## src/hw/rtl/ddrpb_pkg.sv

```systemverilog
package ddrpb_pkg;

   // Operand and result widths of the shared bit-serial multiply/divide unit.
   localparam int OPA_W    = 39;
   localparam int OPB_W    = 22;
   localparam int MUL_A_W  = 28;
   localparam int MUL_B_W  = 16;
   localparam int RES_W    = MUL_A_W + MUL_B_W;
   localparam int CNT_W    = 6;

   // Bridge pin codes.
   localparam logic [1:0] MODE_STOP = 2'd0;
   localparam logic [1:0] MODE_FWD  = 2'd1;
   localparam logic [1:0] MODE_BACK = 2'd2;

   // Saturated turn command.
   localparam logic [1:0] TURN_NONE  = 2'd0;
   localparam logic [1:0] TURN_RIGHT = 2'd1;
   localparam logic [1:0] TURN_LEFT  = 2'd2;

   // Register indexes.
   localparam logic [2:0] REG_MAX_PWM   = 3'd0;
   localparam logic [2:0] REG_RAMP_MS   = 3'd1;
   localparam logic [2:0] REG_PERIOD_MS = 3'd2;
   localparam logic [2:0] REG_GAIN_P    = 3'd3;
   localparam logic [2:0] REG_GAIN_I    = 3'd4;
   localparam logic [2:0] REG_GAIN_D    = 3'd5;
   localparam logic [2:0] REG_INT_LIMIT = 3'd6;

   // Quarter-sine polynomial, Q15.
   localparam logic [15:0] SIN_C0   = 16'd153;
   localparam logic [15:0] SIN_C1   = 16'd2611;
   localparam logic [15:0] SIN_C2   = 16'd21167;
   localparam logic [15:0] SIN_C3   = 16'd51472;
   localparam logic [15:0] RATIO_ONE = 16'd32768;

   localparam logic [OPB_W-1:0] TARGET_DIV = 22'd3276800;
   localparam logic [OPB_W-1:0] FIFTH_DIV  = 22'd5;
   localparam logic [OPB_W-1:0] MS_PER_S   = 22'd1000;
   localparam logic [6:0]       SPEED_MAX  = 7'd100;
   localparam logic [8:0]       TELE_FULL  = 9'd500;

   typedef enum logic [4:0] {
      ST_IDLE, ST_KDIV, ST_U, ST_T1, ST_T2, ST_T3, ST_R, ST_SM, ST_SMR,
      ST_TGT, ST_SLOW, ST_FAST, ST_TELE, ST_IMUL, ST_IDIV, ST_DMUL, ST_DDIV,
      ST_PMUL, ST_IGMUL, ST_DGMUL, ST_FIX, ST_OUT
   } seq_state_type;

   typedef struct packed {
      logic             start;
      logic             is_div;
      logic [OPA_W-1:0] a;
      logic [OPB_W-1:0] b;
   } mdu_cmd_type;

   typedef struct packed {
      logic             done;
      logic [RES_W-1:0] res;
   } mdu_rsp_type;

endpackage

```

## src/hw/rtl/diff_drive_ramp_pid_balancer.sv

```systemverilog
// Each product and each quotient is formed bit by bit in the shared multiply/divide unit.
// One tick is in work at a time; the next one is accepted as soon as the previous result
// sits in the output register.
// Reset (synchronous, active high) loads the register defaults, clears the integral and
// the previous error, and empties the output register.
module diff_drive_ramp_pid_balancer #(
   parameter int SINE_TABLE_DEPTH = 256   // power of two, 16 to 4096
) (
   input  logic        clock,
   input  logic        reset,
   input  logic        req_tvalid,
   output logic        req_tready,
   // direction, turn, speed command, elapsed_ms, left wheel speed, right wheel speed
   input  logic [71:0] req_tdata,
   output logic        rsp_tvalid,
   input  logic        rsp_tready,
   // left_duty, right_duty, bridge_mode, reported speed, zero fill
   output logic [47:0] rsp_tdata,
   input  logic        csr_we,
   input  logic [2:0]  csr_index,
   input  logic [22:0] csr_wdata
);

   localparam int DEPTH_LOG2 = $clog2(SINE_TABLE_DEPTH);
   localparam int XSH        = 15 - DEPTH_LOG2;
   localparam int AW         = ddrpb_pkg::OPA_W;
   localparam int BW         = ddrpb_pkg::OPB_W;

   ddrpb_pkg::seq_state_type state_ff, state_in;
   ddrpb_pkg::mdu_cmd_type   cmd;
   ddrpb_pkg::mdu_rsp_type   mrsp;

   logic        issued_ff, issued_in;
   logic        rsp_valid_ff, rsp_valid_in;
   logic [42:0] rsp_data_ff, rsp_data_in;

   logic [15:0] max_pwm_ff, max_pwm_in;
   logic [15:0] ramp_ms_ff, ramp_ms_in;
   logic [9:0]  period_ms_ff, period_ms_in;
   logic [15:0] gain_p_ff, gain_p_in;
   logic [15:0] gain_i_ff, gain_i_in;
   logic [15:0] gain_d_ff, gain_d_in;
   logic [22:0] int_lim_ff, int_lim_in;
   logic signed [23:0] acc_ff, acc_in;
   logic signed [16:0] prev_ff, prev_in;

   logic [1:0]  mode_ff, mode_in;
   logic [1:0]  turn_ff, turn_in;
   logic [6:0]  spd_ff, spd_in;
   logic [15:0] elapsed_ff, elapsed_in;
   logic signed [15:0] lrpm_ff, lrpm_in;
   logic signed [15:0] rrpm_ff, rrpm_in;
   logic [14:0] x_ff, x_in;
   logic [14:0] u_ff, u_in;
   logic [15:0] t_ff, t_in;
   logic [15:0] r_ff, r_in;
   logic [22:0] sm_ff, sm_in;
   logic [38:0] prod_ff, prod_in;
   logic [15:0] target_ff, target_in;
   logic [15:0] slow_ff, slow_in;
   logic [16:0] fast_ff, fast_in;
   logic [8:0]  tele_ff, tele_in;
   logic signed [28:0] dterm_ff, dterm_in;
   logic [47:0] corr_ff, corr_in;
   logic [15:0] left_ff, left_in;
   logic [15:0] right_ff, right_in;

   logic signed [7:0]  dir_raw, turn_raw;
   logic [7:0]         spd_raw;
   logic [9:0]         per;
   logic signed [16:0] err;
   logic [16:0]        err_mag;
   logic signed [17:0] derr;
   logic [17:0]        derr_mag;
   logic [22:0]        acc_mag;
   logic [27:0]        dterm_mag;
   logic               pid_on;
   logic [16:0]        lb, rb;
   logic [15:0]        lclamp, rclamp;
   logic [16:0]        ratio;
   logic [24:0]        iq;
   logic [25:0]        inc;
   logic signed [25:0] isum, ilim;
   logic [27:0]        dq;
   logic [47:0]        pterm, iterm_s, iterm, dterm_t;
   logic signed [48:0] lsum, rsum, lsh, rsh;
   logic [15:0]        pid_l, pid_r;

   ddrpb_mdu u_mdu (
      .clock (clock),
      .reset (reset),
      .cmd   (cmd),
      .rsp   (mrsp)
   );

   assign dir_raw  = req_tdata[7:0];
   assign turn_raw = req_tdata[15:8];
   assign spd_raw  = req_tdata[23:16];

   assign per       = (period_ms_ff == 10'd0) ? 10'd1 : period_ms_ff;
   assign err       = 17'(lrpm_ff) - 17'(rrpm_ff);
   assign err_mag   = err[16] ? 17'(-err) : 17'(err);
   assign derr      = 18'(err) - 18'(prev_ff);
   assign derr_mag  = derr[17] ? 18'(-derr) : 18'(derr);
   assign acc_mag   = acc_ff[23] ? 23'(-acc_ff) : 23'(acc_ff);
   assign dterm_mag = dterm_ff[28] ? 28'(-dterm_ff) : 28'(dterm_ff);
   assign pid_on    = (mode_ff != ddrpb_pkg::MODE_STOP) && (turn_ff == ddrpb_pkg::TURN_NONE)
                      && (target_ff != 16'd0);

   // Steering bias, then clamp to full scale.
   always_comb begin
      case (turn_ff)
         ddrpb_pkg::TURN_RIGHT: begin
            lb = 17'(slow_ff);
            rb = fast_ff;
         end
         ddrpb_pkg::TURN_LEFT: begin
            lb = fast_ff;
            rb = 17'(slow_ff);
         end
         default: begin
            lb = 17'(target_ff);
            rb = 17'(target_ff);
         end
      endcase
   end
   assign lclamp = (lb > 17'(max_pwm_ff)) ? max_pwm_ff : lb[15:0];
   assign rclamp = (rb > 17'(max_pwm_ff)) ? max_pwm_ff : rb[15:0];

   assign ratio   = mrsp.res[31:15];
   assign iq      = mrsp.res[24:0];
   assign inc     = err[16] ? 26'(-26'(iq)) : 26'(iq);
   assign isum    = 26'(acc_ff) + $signed(inc);
   assign ilim    = $signed({3'b000, int_lim_ff});
   assign dq      = mrsp.res[27:0];
   assign pterm   = err[16] ? 48'(-48'(mrsp.res[32:0])) : 48'(mrsp.res[32:0]);
   assign iterm_s = acc_ff[23] ? 48'(-48'(mrsp.res[38:0])) : 48'(mrsp.res[38:0]);
   assign iterm   = 48'($signed(iterm_s) >>> 8);
   assign dterm_t = dterm_ff[28] ? 48'(-48'(mrsp.res[43:0])) : 48'(mrsp.res[43:0]);

   // The correction, scaled down by 512, comes off the left wheel and goes onto the right one.
   assign lsum = $signed({24'd0, left_ff, 9'd0}) - 49'($signed(corr_ff));
   assign rsum = $signed({24'd0, right_ff, 9'd0}) + 49'($signed(corr_ff));
   assign lsh  = lsum >>> 9;
   assign rsh  = rsum >>> 9;
   assign pid_l = lsh[48] ? 16'd0
                : (lsh > $signed({33'd0, max_pwm_ff})) ? max_pwm_ff : lsh[15:0];
   assign pid_r = rsh[48] ? 16'd0
                : (rsh > $signed({33'd0, max_pwm_ff})) ? max_pwm_ff : rsh[15:0];

   always_ff @(posedge clock) begin
      if (reset) begin
         state_ff     <= ddrpb_pkg::ST_IDLE;
         issued_ff    <= 1'b0;
         rsp_valid_ff <= 1'b0;
         max_pwm_ff   <= 16'd255;
         ramp_ms_ff   <= 16'd500;
         period_ms_ff <= 10'd10;
         gain_p_ff    <= 16'd256;
         gain_i_ff    <= 16'd0;
         gain_d_ff    <= 16'd0;
         int_lim_ff   <= 23'd25600;
         acc_ff       <= '0;
         prev_ff      <= '0;
      end else begin
         state_ff     <= state_in;
         issued_ff    <= issued_in;
         rsp_valid_ff <= rsp_valid_in;
         max_pwm_ff   <= max_pwm_in;
         ramp_ms_ff   <= ramp_ms_in;
         period_ms_ff <= period_ms_in;
         gain_p_ff    <= gain_p_in;
         gain_i_ff    <= gain_i_in;
         gain_d_ff    <= gain_d_in;
         int_lim_ff   <= int_lim_in;
         acc_ff       <= acc_in;
         prev_ff      <= prev_in;
      end
   end

   always_ff @(posedge clock) begin
      rsp_data_ff <= rsp_data_in;
      mode_ff     <= mode_in;
      turn_ff     <= turn_in;
      spd_ff      <= spd_in;
      elapsed_ff  <= elapsed_in;
      lrpm_ff     <= lrpm_in;
      rrpm_ff     <= rrpm_in;
      x_ff        <= x_in;
      u_ff        <= u_in;
      t_ff        <= t_in;
      r_ff        <= r_in;
      sm_ff       <= sm_in;
      prod_ff     <= prod_in;
      target_ff   <= target_in;
      slow_ff     <= slow_in;
      fast_ff     <= fast_in;
      tele_ff     <= tele_in;
      dterm_ff    <= dterm_in;
      corr_ff     <= corr_in;
      left_ff     <= left_in;
      right_ff    <= right_in;
   end

   always_comb begin
      max_pwm_in   = max_pwm_ff;
      ramp_ms_in   = ramp_ms_ff;
      period_ms_in = period_ms_ff;
      gain_p_in    = gain_p_ff;
      gain_i_in    = gain_i_ff;
      gain_d_in    = gain_d_ff;
      int_lim_in   = int_lim_ff;
      if (csr_we) begin
         unique case (csr_index)
            ddrpb_pkg::REG_MAX_PWM:   max_pwm_in   = csr_wdata[15:0];
            ddrpb_pkg::REG_RAMP_MS:   ramp_ms_in   = csr_wdata[15:0];
            ddrpb_pkg::REG_PERIOD_MS: period_ms_in = csr_wdata[9:0];
            ddrpb_pkg::REG_GAIN_P:    gain_p_in    = csr_wdata[15:0];
            ddrpb_pkg::REG_GAIN_I:    gain_i_in    = csr_wdata[15:0];
            ddrpb_pkg::REG_GAIN_D:    gain_d_in    = csr_wdata[15:0];
            ddrpb_pkg::REG_INT_LIMIT: int_lim_in   = csr_wdata;
            default: ;
         endcase
      end
   end

   always_comb begin
      state_in     = state_ff;
      rsp_valid_in = rsp_valid_ff & ~rsp_tready;
      rsp_data_in  = rsp_data_ff;
      acc_in       = acc_ff;
      prev_in      = prev_ff;
      mode_in      = mode_ff;
      turn_in      = turn_ff;
      spd_in       = spd_ff;
      elapsed_in   = elapsed_ff;
      lrpm_in      = lrpm_ff;
      rrpm_in      = rrpm_ff;
      x_in         = x_ff;
      u_in         = u_ff;
      t_in         = t_ff;
      r_in         = r_ff;
      sm_in        = sm_ff;
      prod_in      = prod_ff;
      target_in    = target_ff;
      slow_in      = slow_ff;
      fast_in      = fast_ff;
      tele_in      = tele_ff;
      dterm_in     = dterm_ff;
      corr_in      = corr_ff;
      left_in      = left_ff;
      right_in     = right_ff;
      req_tready   = 1'b0;
      cmd.start    = 1'b0;
      cmd.is_div   = 1'b0;
      cmd.a        = '0;
      cmd.b        = '0;

      unique case (state_ff)
         ddrpb_pkg::ST_IDLE: begin
            req_tready = 1'b1;
            if (req_tvalid) begin
               mode_in = (dir_raw > 8'sd0) ? ddrpb_pkg::MODE_FWD
                       : (dir_raw < 8'sd0) ? ddrpb_pkg::MODE_BACK : ddrpb_pkg::MODE_STOP;
               turn_in = (turn_raw > 8'sd0) ? ddrpb_pkg::TURN_RIGHT
                       : (turn_raw < 8'sd0) ? ddrpb_pkg::TURN_LEFT : ddrpb_pkg::TURN_NONE;
               spd_in  = (spd_raw > 8'(ddrpb_pkg::SPEED_MAX)) ? ddrpb_pkg::SPEED_MAX
                                                             : spd_raw[6:0];
               elapsed_in = req_tdata[39:24];
               lrpm_in    = req_tdata[55:40];
               rrpm_in    = req_tdata[71:56];
               state_in   = ddrpb_pkg::ST_KDIV;
            end
         end
         ddrpb_pkg::ST_KDIV: begin
            if (mode_ff == ddrpb_pkg::MODE_STOP) begin
               target_in = '0;
               slow_in   = '0;
               fast_in   = '0;
               state_in  = ddrpb_pkg::ST_TELE;
            end else if (elapsed_ff >= ramp_ms_ff) begin
               r_in     = ddrpb_pkg::RATIO_ONE;
               state_in = ddrpb_pkg::ST_SM;
            end else begin
               cmd.start  = ~issued_ff;
               cmd.is_div = 1'b1;
               cmd.a      = AW'(elapsed_ff) << DEPTH_LOG2;
               cmd.b      = BW'(ramp_ms_ff);
               if (mrsp.done) begin
                  x_in     = 15'(mrsp.res[DEPTH_LOG2-1:0]) << XSH;
                  state_in = ddrpb_pkg::ST_U;
               end
            end
         end
         ddrpb_pkg::ST_U: begin
            cmd.start = ~issued_ff;
            cmd.a     = AW'(x_ff);
            cmd.b     = BW'(x_ff);
            if (mrsp.done) begin
               u_in     = mrsp.res[29:15];
               state_in = ddrpb_pkg::ST_T1;
            end
         end
         ddrpb_pkg::ST_T1: begin
            cmd.start = ~issued_ff;
            cmd.a     = AW'(u_ff);
            cmd.b     = BW'(ddrpb_pkg::SIN_C0);
            if (mrsp.done) begin
               t_in     = ddrpb_pkg::SIN_C1 - mrsp.res[30:15];
               state_in = ddrpb_pkg::ST_T2;
            end
         end
         ddrpb_pkg::ST_T2: begin
            cmd.start = ~issued_ff;
            cmd.a     = AW'(t_ff);
            cmd.b     = BW'(u_ff);
            if (mrsp.done) begin
               t_in     = ddrpb_pkg::SIN_C2 - mrsp.res[30:15];
               state_in = ddrpb_pkg::ST_T3;
            end
         end
         ddrpb_pkg::ST_T3: begin
            cmd.start = ~issued_ff;
            cmd.a     = AW'(t_ff);
            cmd.b     = BW'(u_ff);
            if (mrsp.done) begin
               t_in     = ddrpb_pkg::SIN_C3 - mrsp.res[30:15];
               state_in = ddrpb_pkg::ST_R;
            end
         end
         ddrpb_pkg::ST_R: begin
            cmd.start = ~issued_ff;
            cmd.a     = AW'(t_ff);
            cmd.b     = BW'(x_ff);
            if (mrsp.done) begin
               r_in     = (ratio > 17'(ddrpb_pkg::RATIO_ONE)) ? ddrpb_pkg::RATIO_ONE
                                                              : ratio[15:0];
               state_in = ddrpb_pkg::ST_SM;
            end
         end
         ddrpb_pkg::ST_SM: begin
            cmd.start = ~issued_ff;
            cmd.a     = AW'(max_pwm_ff);
            cmd.b     = BW'(spd_ff);
            if (mrsp.done) begin
               sm_in    = mrsp.res[22:0];
               state_in = ddrpb_pkg::ST_SMR;
            end
         end
         ddrpb_pkg::ST_SMR: begin
            cmd.start = ~issued_ff;
            cmd.a     = AW'(sm_ff);
            cmd.b     = BW'(r_ff);
            if (mrsp.done) begin
               prod_in  = mrsp.res[38:0];
               state_in = ddrpb_pkg::ST_TGT;
            end
         end
         ddrpb_pkg::ST_TGT: begin
            cmd.start  = ~issued_ff;
            cmd.is_div = 1'b1;
            cmd.a      = prod_ff;
            cmd.b      = ddrpb_pkg::TARGET_DIV;
            if (mrsp.done) begin
               target_in = mrsp.res[15:0];
               state_in  = ddrpb_pkg::ST_SLOW;
            end
         end
         ddrpb_pkg::ST_SLOW: begin
            cmd.start  = ~issued_ff;
            cmd.is_div = 1'b1;
            cmd.a      = AW'({target_ff, 2'b00});
            cmd.b      = ddrpb_pkg::FIFTH_DIV;
            if (mrsp.done) begin
               slow_in  = mrsp.res[15:0];
               state_in = ddrpb_pkg::ST_FAST;
            end
         end
         ddrpb_pkg::ST_FAST: begin
            cmd.start  = ~issued_ff;
            cmd.is_div = 1'b1;
            cmd.a      = AW'(19'({target_ff, 2'b00}) + 19'({target_ff, 1'b0}));
            cmd.b      = ddrpb_pkg::FIFTH_DIV;
            if (mrsp.done) begin
               fast_in  = mrsp.res[16:0];
               state_in = ddrpb_pkg::ST_TELE;
            end
         end
         ddrpb_pkg::ST_TELE: begin
            if (max_pwm_ff == 16'd0 || mrsp.done) begin
               tele_in  = (max_pwm_ff == 16'd0) ? 9'd0 : mrsp.res[8:0];
               left_in  = lclamp;
               right_in = rclamp;
               if (pid_on) begin
                  state_in = ddrpb_pkg::ST_IMUL;
               end else begin
                  acc_in   = '0;
                  state_in = ddrpb_pkg::ST_OUT;
               end
            end else begin
               cmd.start  = ~issued_ff;
               cmd.is_div = 1'b1;
               cmd.a      = AW'(25'(target_ff) * 25'(ddrpb_pkg::TELE_FULL));
               cmd.b      = BW'(max_pwm_ff);
            end
         end
         ddrpb_pkg::ST_IMUL: begin
            cmd.start = ~issued_ff;
            cmd.a     = AW'(err_mag);
            cmd.b     = BW'(per);
            if (mrsp.done) begin
               prod_in  = mrsp.res[38:0];
               state_in = ddrpb_pkg::ST_IDIV;
            end
         end
         ddrpb_pkg::ST_IDIV: begin
            cmd.start  = ~issued_ff;
            cmd.is_div = 1'b1;
            cmd.a      = AW'({prod_ff[26:0], 8'd0});
            cmd.b      = ddrpb_pkg::MS_PER_S;
            if (mrsp.done) begin
               if (isum > ilim) begin
                  acc_in = 24'(ilim);
               end else if (isum < -ilim) begin
                  acc_in = 24'(-ilim);
               end else begin
                  acc_in = 24'(isum);
               end
               state_in = ddrpb_pkg::ST_DMUL;
            end
         end
         ddrpb_pkg::ST_DMUL: begin
            cmd.start = ~issued_ff;
            cmd.a     = AW'(derr_mag);
            cmd.b     = ddrpb_pkg::MS_PER_S;
            if (mrsp.done) begin
               prod_in  = mrsp.res[38:0];
               state_in = ddrpb_pkg::ST_DDIV;
            end
         end
         ddrpb_pkg::ST_DDIV: begin
            cmd.start  = ~issued_ff;
            cmd.is_div = 1'b1;
            cmd.a      = prod_ff;
            cmd.b      = BW'(per);
            if (mrsp.done) begin
               dterm_in = derr[17] ? 29'(-29'(dq)) : 29'(dq);
               state_in = ddrpb_pkg::ST_PMUL;
            end
         end
         ddrpb_pkg::ST_PMUL: begin
            cmd.start = ~issued_ff;
            cmd.a     = AW'(err_mag);
            cmd.b     = BW'(gain_p_ff);
            if (mrsp.done) begin
               corr_in  = pterm;
               state_in = ddrpb_pkg::ST_IGMUL;
            end
         end
         ddrpb_pkg::ST_IGMUL: begin
            cmd.start = ~issued_ff;
            cmd.a     = AW'(acc_mag);
            cmd.b     = BW'(gain_i_ff);
            if (mrsp.done) begin
               corr_in  = corr_ff + iterm;
               state_in = ddrpb_pkg::ST_DGMUL;
            end
         end
         ddrpb_pkg::ST_DGMUL: begin
            cmd.start = ~issued_ff;
            cmd.a     = AW'(dterm_mag);
            cmd.b     = BW'(gain_d_ff);
            if (mrsp.done) begin
               corr_in  = corr_ff + dterm_t;
               state_in = ddrpb_pkg::ST_FIX;
            end
         end
         ddrpb_pkg::ST_FIX: begin
            left_in  = pid_l;
            right_in = pid_r;
            prev_in  = err;
            state_in = ddrpb_pkg::ST_OUT;
         end
         ddrpb_pkg::ST_OUT: begin
            if (!rsp_valid_ff || rsp_tready) begin
               rsp_valid_in = 1'b1;
               rsp_data_in  = {tele_ff, mode_ff, right_ff, left_ff};
               state_in     = ddrpb_pkg::ST_IDLE;
            end
         end
         default: state_in = ddrpb_pkg::ST_IDLE;
      endcase
   end

   assign issued_in = (issued_ff | cmd.start) & ~mrsp.done;

   assign rsp_tvalid = rsp_valid_ff;
   assign rsp_tdata  = {5'd0, rsp_data_ff};

endmodule

```

## src/hw/rtl/ddrpb_mdu.sv

```systemverilog
module ddrpb_mdu (
   input  logic                  clock,
   input  logic                  reset,
   input  ddrpb_pkg::mdu_cmd_type cmd,
   output ddrpb_pkg::mdu_rsp_type rsp
);

   logic                                busy_ff, busy_in;
   logic                                done_ff, done_in;
   logic                                is_div_ff, is_div_in;
   logic [ddrpb_pkg::CNT_W-1:0]         cnt_ff, cnt_in;
   logic [ddrpb_pkg::MUL_A_W-1:0]       mcand_ff, mcand_in;
   logic [ddrpb_pkg::MUL_A_W-1:0]       hi_ff, hi_in;
   logic [ddrpb_pkg::MUL_B_W-1:0]       lo_ff, lo_in;
   logic [ddrpb_pkg::OPA_W-1:0]         quo_ff, quo_in;
   logic [ddrpb_pkg::OPB_W-1:0]         rem_ff, rem_in;
   logic [ddrpb_pkg::OPB_W-1:0]         dvs_ff, dvs_in;
   logic [ddrpb_pkg::MUL_A_W:0]         msum;
   logic [ddrpb_pkg::OPB_W:0]           shifted;
   logic [ddrpb_pkg::OPB_W+1:0]         trial;

   always_ff @(posedge clock) begin
      if (reset) begin
         busy_ff <= 1'b0;
         done_ff <= 1'b0;
      end else begin
         busy_ff <= busy_in;
         done_ff <= done_in;
      end
   end

   always_ff @(posedge clock) begin
      is_div_ff <= is_div_in;
      cnt_ff    <= cnt_in;
      mcand_ff  <= mcand_in;
      hi_ff     <= hi_in;
      lo_ff     <= lo_in;
      quo_ff    <= quo_in;
      rem_ff    <= rem_in;
      dvs_ff    <= dvs_in;
   end

   // One multiplier bit or one quotient bit per cycle.
   assign msum    = {1'b0, hi_ff} + (lo_ff[0] ? {1'b0, mcand_ff} : '0);
   assign shifted = {rem_ff, quo_ff[ddrpb_pkg::OPA_W-1]};
   assign trial   = {1'b0, shifted} - {2'b00, dvs_ff};

   always_comb begin
      busy_in   = busy_ff;
      done_in   = 1'b0;
      is_div_in = is_div_ff;
      cnt_in    = cnt_ff;
      mcand_in  = mcand_ff;
      hi_in     = hi_ff;
      lo_in     = lo_ff;
      quo_in    = quo_ff;
      rem_in    = rem_ff;
      dvs_in    = dvs_ff;
      if (busy_ff) begin
         if (is_div_ff) begin
            if (!trial[ddrpb_pkg::OPB_W+1]) begin
               rem_in = trial[ddrpb_pkg::OPB_W-1:0];
               quo_in = {quo_ff[ddrpb_pkg::OPA_W-2:0], 1'b1};
            end else begin
               rem_in = shifted[ddrpb_pkg::OPB_W-1:0];
               quo_in = {quo_ff[ddrpb_pkg::OPA_W-2:0], 1'b0};
            end
         end else begin
            hi_in = msum[ddrpb_pkg::MUL_A_W:1];
            lo_in = {msum[0], lo_ff[ddrpb_pkg::MUL_B_W-1:1]};
         end
         cnt_in = cnt_ff - 1'b1;
         if (cnt_ff == ddrpb_pkg::CNT_W'(1)) begin
            busy_in = 1'b0;
            done_in = 1'b1;
         end
      end else if (cmd.start) begin
         busy_in   = 1'b1;
         is_div_in = cmd.is_div;
         mcand_in  = cmd.a[ddrpb_pkg::MUL_A_W-1:0];
         hi_in     = '0;
         lo_in     = cmd.b[ddrpb_pkg::MUL_B_W-1:0];
         quo_in    = cmd.a;
         rem_in    = '0;
         dvs_in    = cmd.b;
         cnt_in    = cmd.is_div ? ddrpb_pkg::CNT_W'(ddrpb_pkg::OPA_W)
                                : ddrpb_pkg::CNT_W'(ddrpb_pkg::MUL_B_W);
      end
   end

   assign rsp.done = done_ff;
   assign rsp.res  = is_div_ff ? ddrpb_pkg::RES_W'(quo_ff) : {hi_ff, lo_ff};

endmodule

```

## config.mk

```make
export PLATFORM = sky130hd
export DESIGN_NAME = diff_drive_ramp_pid_balancer
export DESIGN_NICKNAME = d
export VERILOG_FILES = /design/src/hw/rtl/ddrpb_pkg.sv /design/src/hw/rtl/diff_drive_ramp_pid_balancer.sv /design/src/hw/rtl/ddrpb_mdu.sv
export SDC_FILE = /design/constraint.sdc
export NUM_CORES = 2
export LEC_CHECK = 0
export BUFFER_PORTS_ARGS = -buffer_cell sky130_fd_sc_hd__buf_2
export CAP_MARGIN = 0
export CORE_UTILIZATION = 45
export DETAILED_ROUTE_END_ITERATION = 8
export SYNTH_ARGS = -nofsm -noshare
export SYNTH_HDL_FRONTEND = slang
export SYNTH_SLANG_ARGS = --single-unit
export TNS_END_PERCENT = 5
```

## constraint.sdc

```tcl
create_clock -name clock -period 7.6 [get_ports clock]
set_input_delay 0.76 -clock clock [delete_from_list [all_inputs] [get_ports clock]]
set_output_delay 0.76 -clock clock [all_outputs]
set_load 0.02 [all_outputs]
```

==> impl_metrics.yaml <==
pwr:
  cellPowerDensity_nw_per_um2: 492
  sw_frac_of_total_pct: 47.9
  switchingPower_uw: 13700
  finalPower_uw: 28600
  p_clk_share_pct: 14.9
  internal_power_uw: 14900
  combPwrFrac_pct: 63.6
  seq_power_share_pct: 21.5
  ir_drop_mv: 0.266
  leakagePower_uw: 0.0229
sta:
  hold_ws_ns: 0.254
  fmax_mhz: 137
  fin_ws_ns: 0.296
  clock_skew_ns: 0.0385
  setup_viol: 0
  period_share_pct: 96.1
  tightest_slew_ns: 1.52
  layout_min_cycle_time_ns: 7.30
  relSlewSlack_pct: -1.49
  finalHoldViolations: 0
  slew_viol_final: 3
setup_path:
  worstPathArrival_ns: 7.87
  endpoint_kind: "register"
  crit_fanout: 14
  crit_required_ns: 8.16
  slowest_stage: "ha_1"
  critPathLaunchType: "register"
  worst-setup-path-type: "register to register"
  crit_top_cell: "buf_4"
  max_stage_delay_ns: 0.42
global_routing:
  overflow: 0
  track_usage_pct: 34.0
  grt.met1_usage_pct: 44.5
  grt_pass1_wl_um: 291000
  top_usage_layer: "met2"
  grtUsageMet2_pct: 51.9
  grt.met3_usage_pct: 7.81
  antenna_found_initial: 15
  grt_pass1_vias: 42600
  grt_max_degree: 97
layout:
  fillers: 10700
  area_delta_synth_final_pct: 12.8
  layout_commonest_cell: "nand2_1"
  drive_above_1_share_pct: 12.0
  layout_common_cells: "nand2_1 (650), edfxtp_1 (543), nor2_1 (440)"
  layout.nets: 6380
clock_tree:
  cts_tree: "built"
  h-tree-depth: 3
  cts_max_path_buffers: 3
  cts_buffers: 83
  cts_sinks: 706
  clkSlewWorstSetupHoldPaths_ns: 0.06
  clock_latency_ns: 0.70
  clockRootBuffer: "clkbuf_16"
  cts_hold_buffers: 0
placement:
  gp_congestion: 1.09
  hpwl_um: 156000
  port_buffers: 147
  dp_slack_ns: -0.0862
detailed_routing:
  routedWlPerCell_um: 27.4
  drc: 2
  totalWireLength_um: 202000
  antenna_left: 0
  drtIter0Drc: 5780
  via_per_inst: 6.25
  vias: 46200
  drtPass1Iterations: 9
outcome:
  status: "finished, violations left"
  violations: "design-rule violations, max-capacitance violations, max-slew violations"
synthesis:
  synth_top_family_by_area: "compound AO/OA/AOI/OAI gates"
  syn_area_per_cell_um2: 9.17
  ys_seq_area_share_pct: 38.0
  dominantRegCellSynth: "edfxtp_1"
  synth.distinct_cells: 102
  synth_edf_count: 543
  ys_ff_latch: 706
  synth-async-reset-ratio_pct: 0
  synth_fa_ha_area_share_pct: 11.8
  synthCells: 5614
  yosys_warnings: 0
  synth-compound-area-share_pct: 19.8
  synth_xor_area_share_pct: 6.77
  synth_mux_area_share_pct: 2.48
  syn_area_um2: 51500
  yosys.area_share.simple_pct: 17.1
flow_run:
  maxCapViolCount: 1
floorplanning:
  die_y_um: 340
  ioPinCount: 153
  core-area_um2: 113000
  die_x_um: 340
  rows: 123
  start_util_pct: 45.6
  die-area_um2: 116000
worst_hold_path:
  min-delay-path-class: "input port to register"
-- cell usage after synthesis (34+ instances only) --
library cell | number | area share (%)
nor3_1 | 128 | 1.2
a21oi_1 | 444 | 4.3
o21ai_0 | 308 | 3.0
mux2_2 | 53 | 1.2
clkbuf_1 | 193 | 1.4
fa_1 | 62 | 2.4
a31oi_1 | 45 | 0.55
dfxtp_1 | 163 | 6.3
nand2b_1 | 48 | 0.58
xnor2_1 | 292 | 5.0
nand2_1 | 650 | 4.7
and2_1 | 96 | 1.2
a221oi_1 | 45 | 0.77
nor4_1 | 36 | 0.44
o31ai_1 | 34 | 0.50
nor2b_1 | 67 | 0.81
nor2_1 | 450 | 3.3
a22oi_1 | 86 | 1.3
inv_1 | 280 | 2.0
a211oi_1 | 35 | 0.51
and3_1 | 38 | 0.46
ha_1 | 387 | 9.4
xor2_1 | 106 | 1.8
nand3_1 | 107 | 1.0
mux2i_1 | 61 | 1.2
edfxtp_1 | 543 | 32
or3_1 | 48 | 0.58
a21o_1 | 119 | 1.7
a222oi_1 | 45 | 0.87
o21a_1 | 49 | 0.71
nand4_1 | 51 | 0.62
-- path summary, 6_finish.rpt --
kind,from,end,slack [ns],cells after the start
max,lrpm_ff[0],acc_ff[11],0.30,36
max reg2reg,lrpm_ff[0],acc_ff[11],0.30,36
min reg2reg,tele_ff[7],rsp_data_ff[41],0.42,0
min,req_tdata[35],elapsed_ff[11],0.25,1
-- metal layers --
metal	share of wire, %	vias up
met5	0.051	-
met4	6.6	12
met3	9.7	522
met2	43	2363
met1	40	22200
li1	-	21100
-- power by group through the flow --
stage / clock, uW / sequential [uW] / combinational, uW
5_1_grt: 4440 / 6200 / 19500
4_1_cts: 4310 / 6140 / 17400
2_1_floorplan: 0 / 5920 / 11400
3_3_place_gp: 0 / 6200 / 17200
3_5_place_dp: 0 / 6210 / 17300
6_report: 4260 / 6140 / 18200
-- per-stage QoR --
step                instance area (um^2)  TNS (ns)  instances  util [%]
floorplan                          51500         0       5618         -
global placement                   54900   -0.0295       7226      48.6
detailed placement                 54900    -0.754       7226      48.6
CTS                                57800         0       7378      51.2
global route                       58100     -1.46       7394      51.4
finish                             58100         0       7397      51.4
-- critical path, delay by kind of cell, from the launching register on --
family	cells	cell delay [ns]
and+or+nand+nor	9	1.58
AOI/OAI and AO/OA	13	2.29
DFF	1	0.35
adders and majority gates	4	1.27
xor gates and xnor gates	2	0.53
buffers and inverters	8	1.13
-- cell type report --
class	instances	area [um^2]	share of cell area, %
Antenna cell	3	7.51	0.0129
Tap cell	1500	1880	3.23
Clock inverter	46	577	0.993
Clock buffer	105	2280	3.93
Inverter	288	1080	1.86
Multi-Input combinational cell	4372	30200	51.9
Timing Repair Buffer	377	2540	4.37
Sequential cell	706	19600	33.7
-- state kept, by name, summed over array words and instances (netlist names), 17 cells and up --
name / cells
acc_ff: 24
corr_ff: 48
dterm_ff: 29
fast_ff: 17
int_lim_ff: 23
prev_ff: 17
prod_ff: 39
rsp_data_ff: 43
sm_ff: 23
u_mdu.dvs_ff: 17
u_mdu.hi_ff: 28
u_mdu.mcand_ff: 28
u_mdu.quo_ff: 39
u_mdu.rem_ff: 22
-- repair_timing --
| action | 4_1_cts | 5_1_grt |
|---|---|---|
| setup endpoints to repair | 24 | 24 |
| setup buffers | 1 | 13 |
| gates resized for setup | 3 | 46 |
| cloned | 0 | 2 |
| pin swaps | 1 | 14 |
-- kinds of logic after synthesis --
logic type               count (synthesis)
AND/OR/NAND/NOR                       1856
AO/OA/AOI/OAI                         1545
flip-flops                             706
buffers and inverters                  540
adder cells (fa/ha/maj)                449
XOR/XNOR                               398
multiplexers                           119
other                                    1
(Power assumes the default switching activity.)
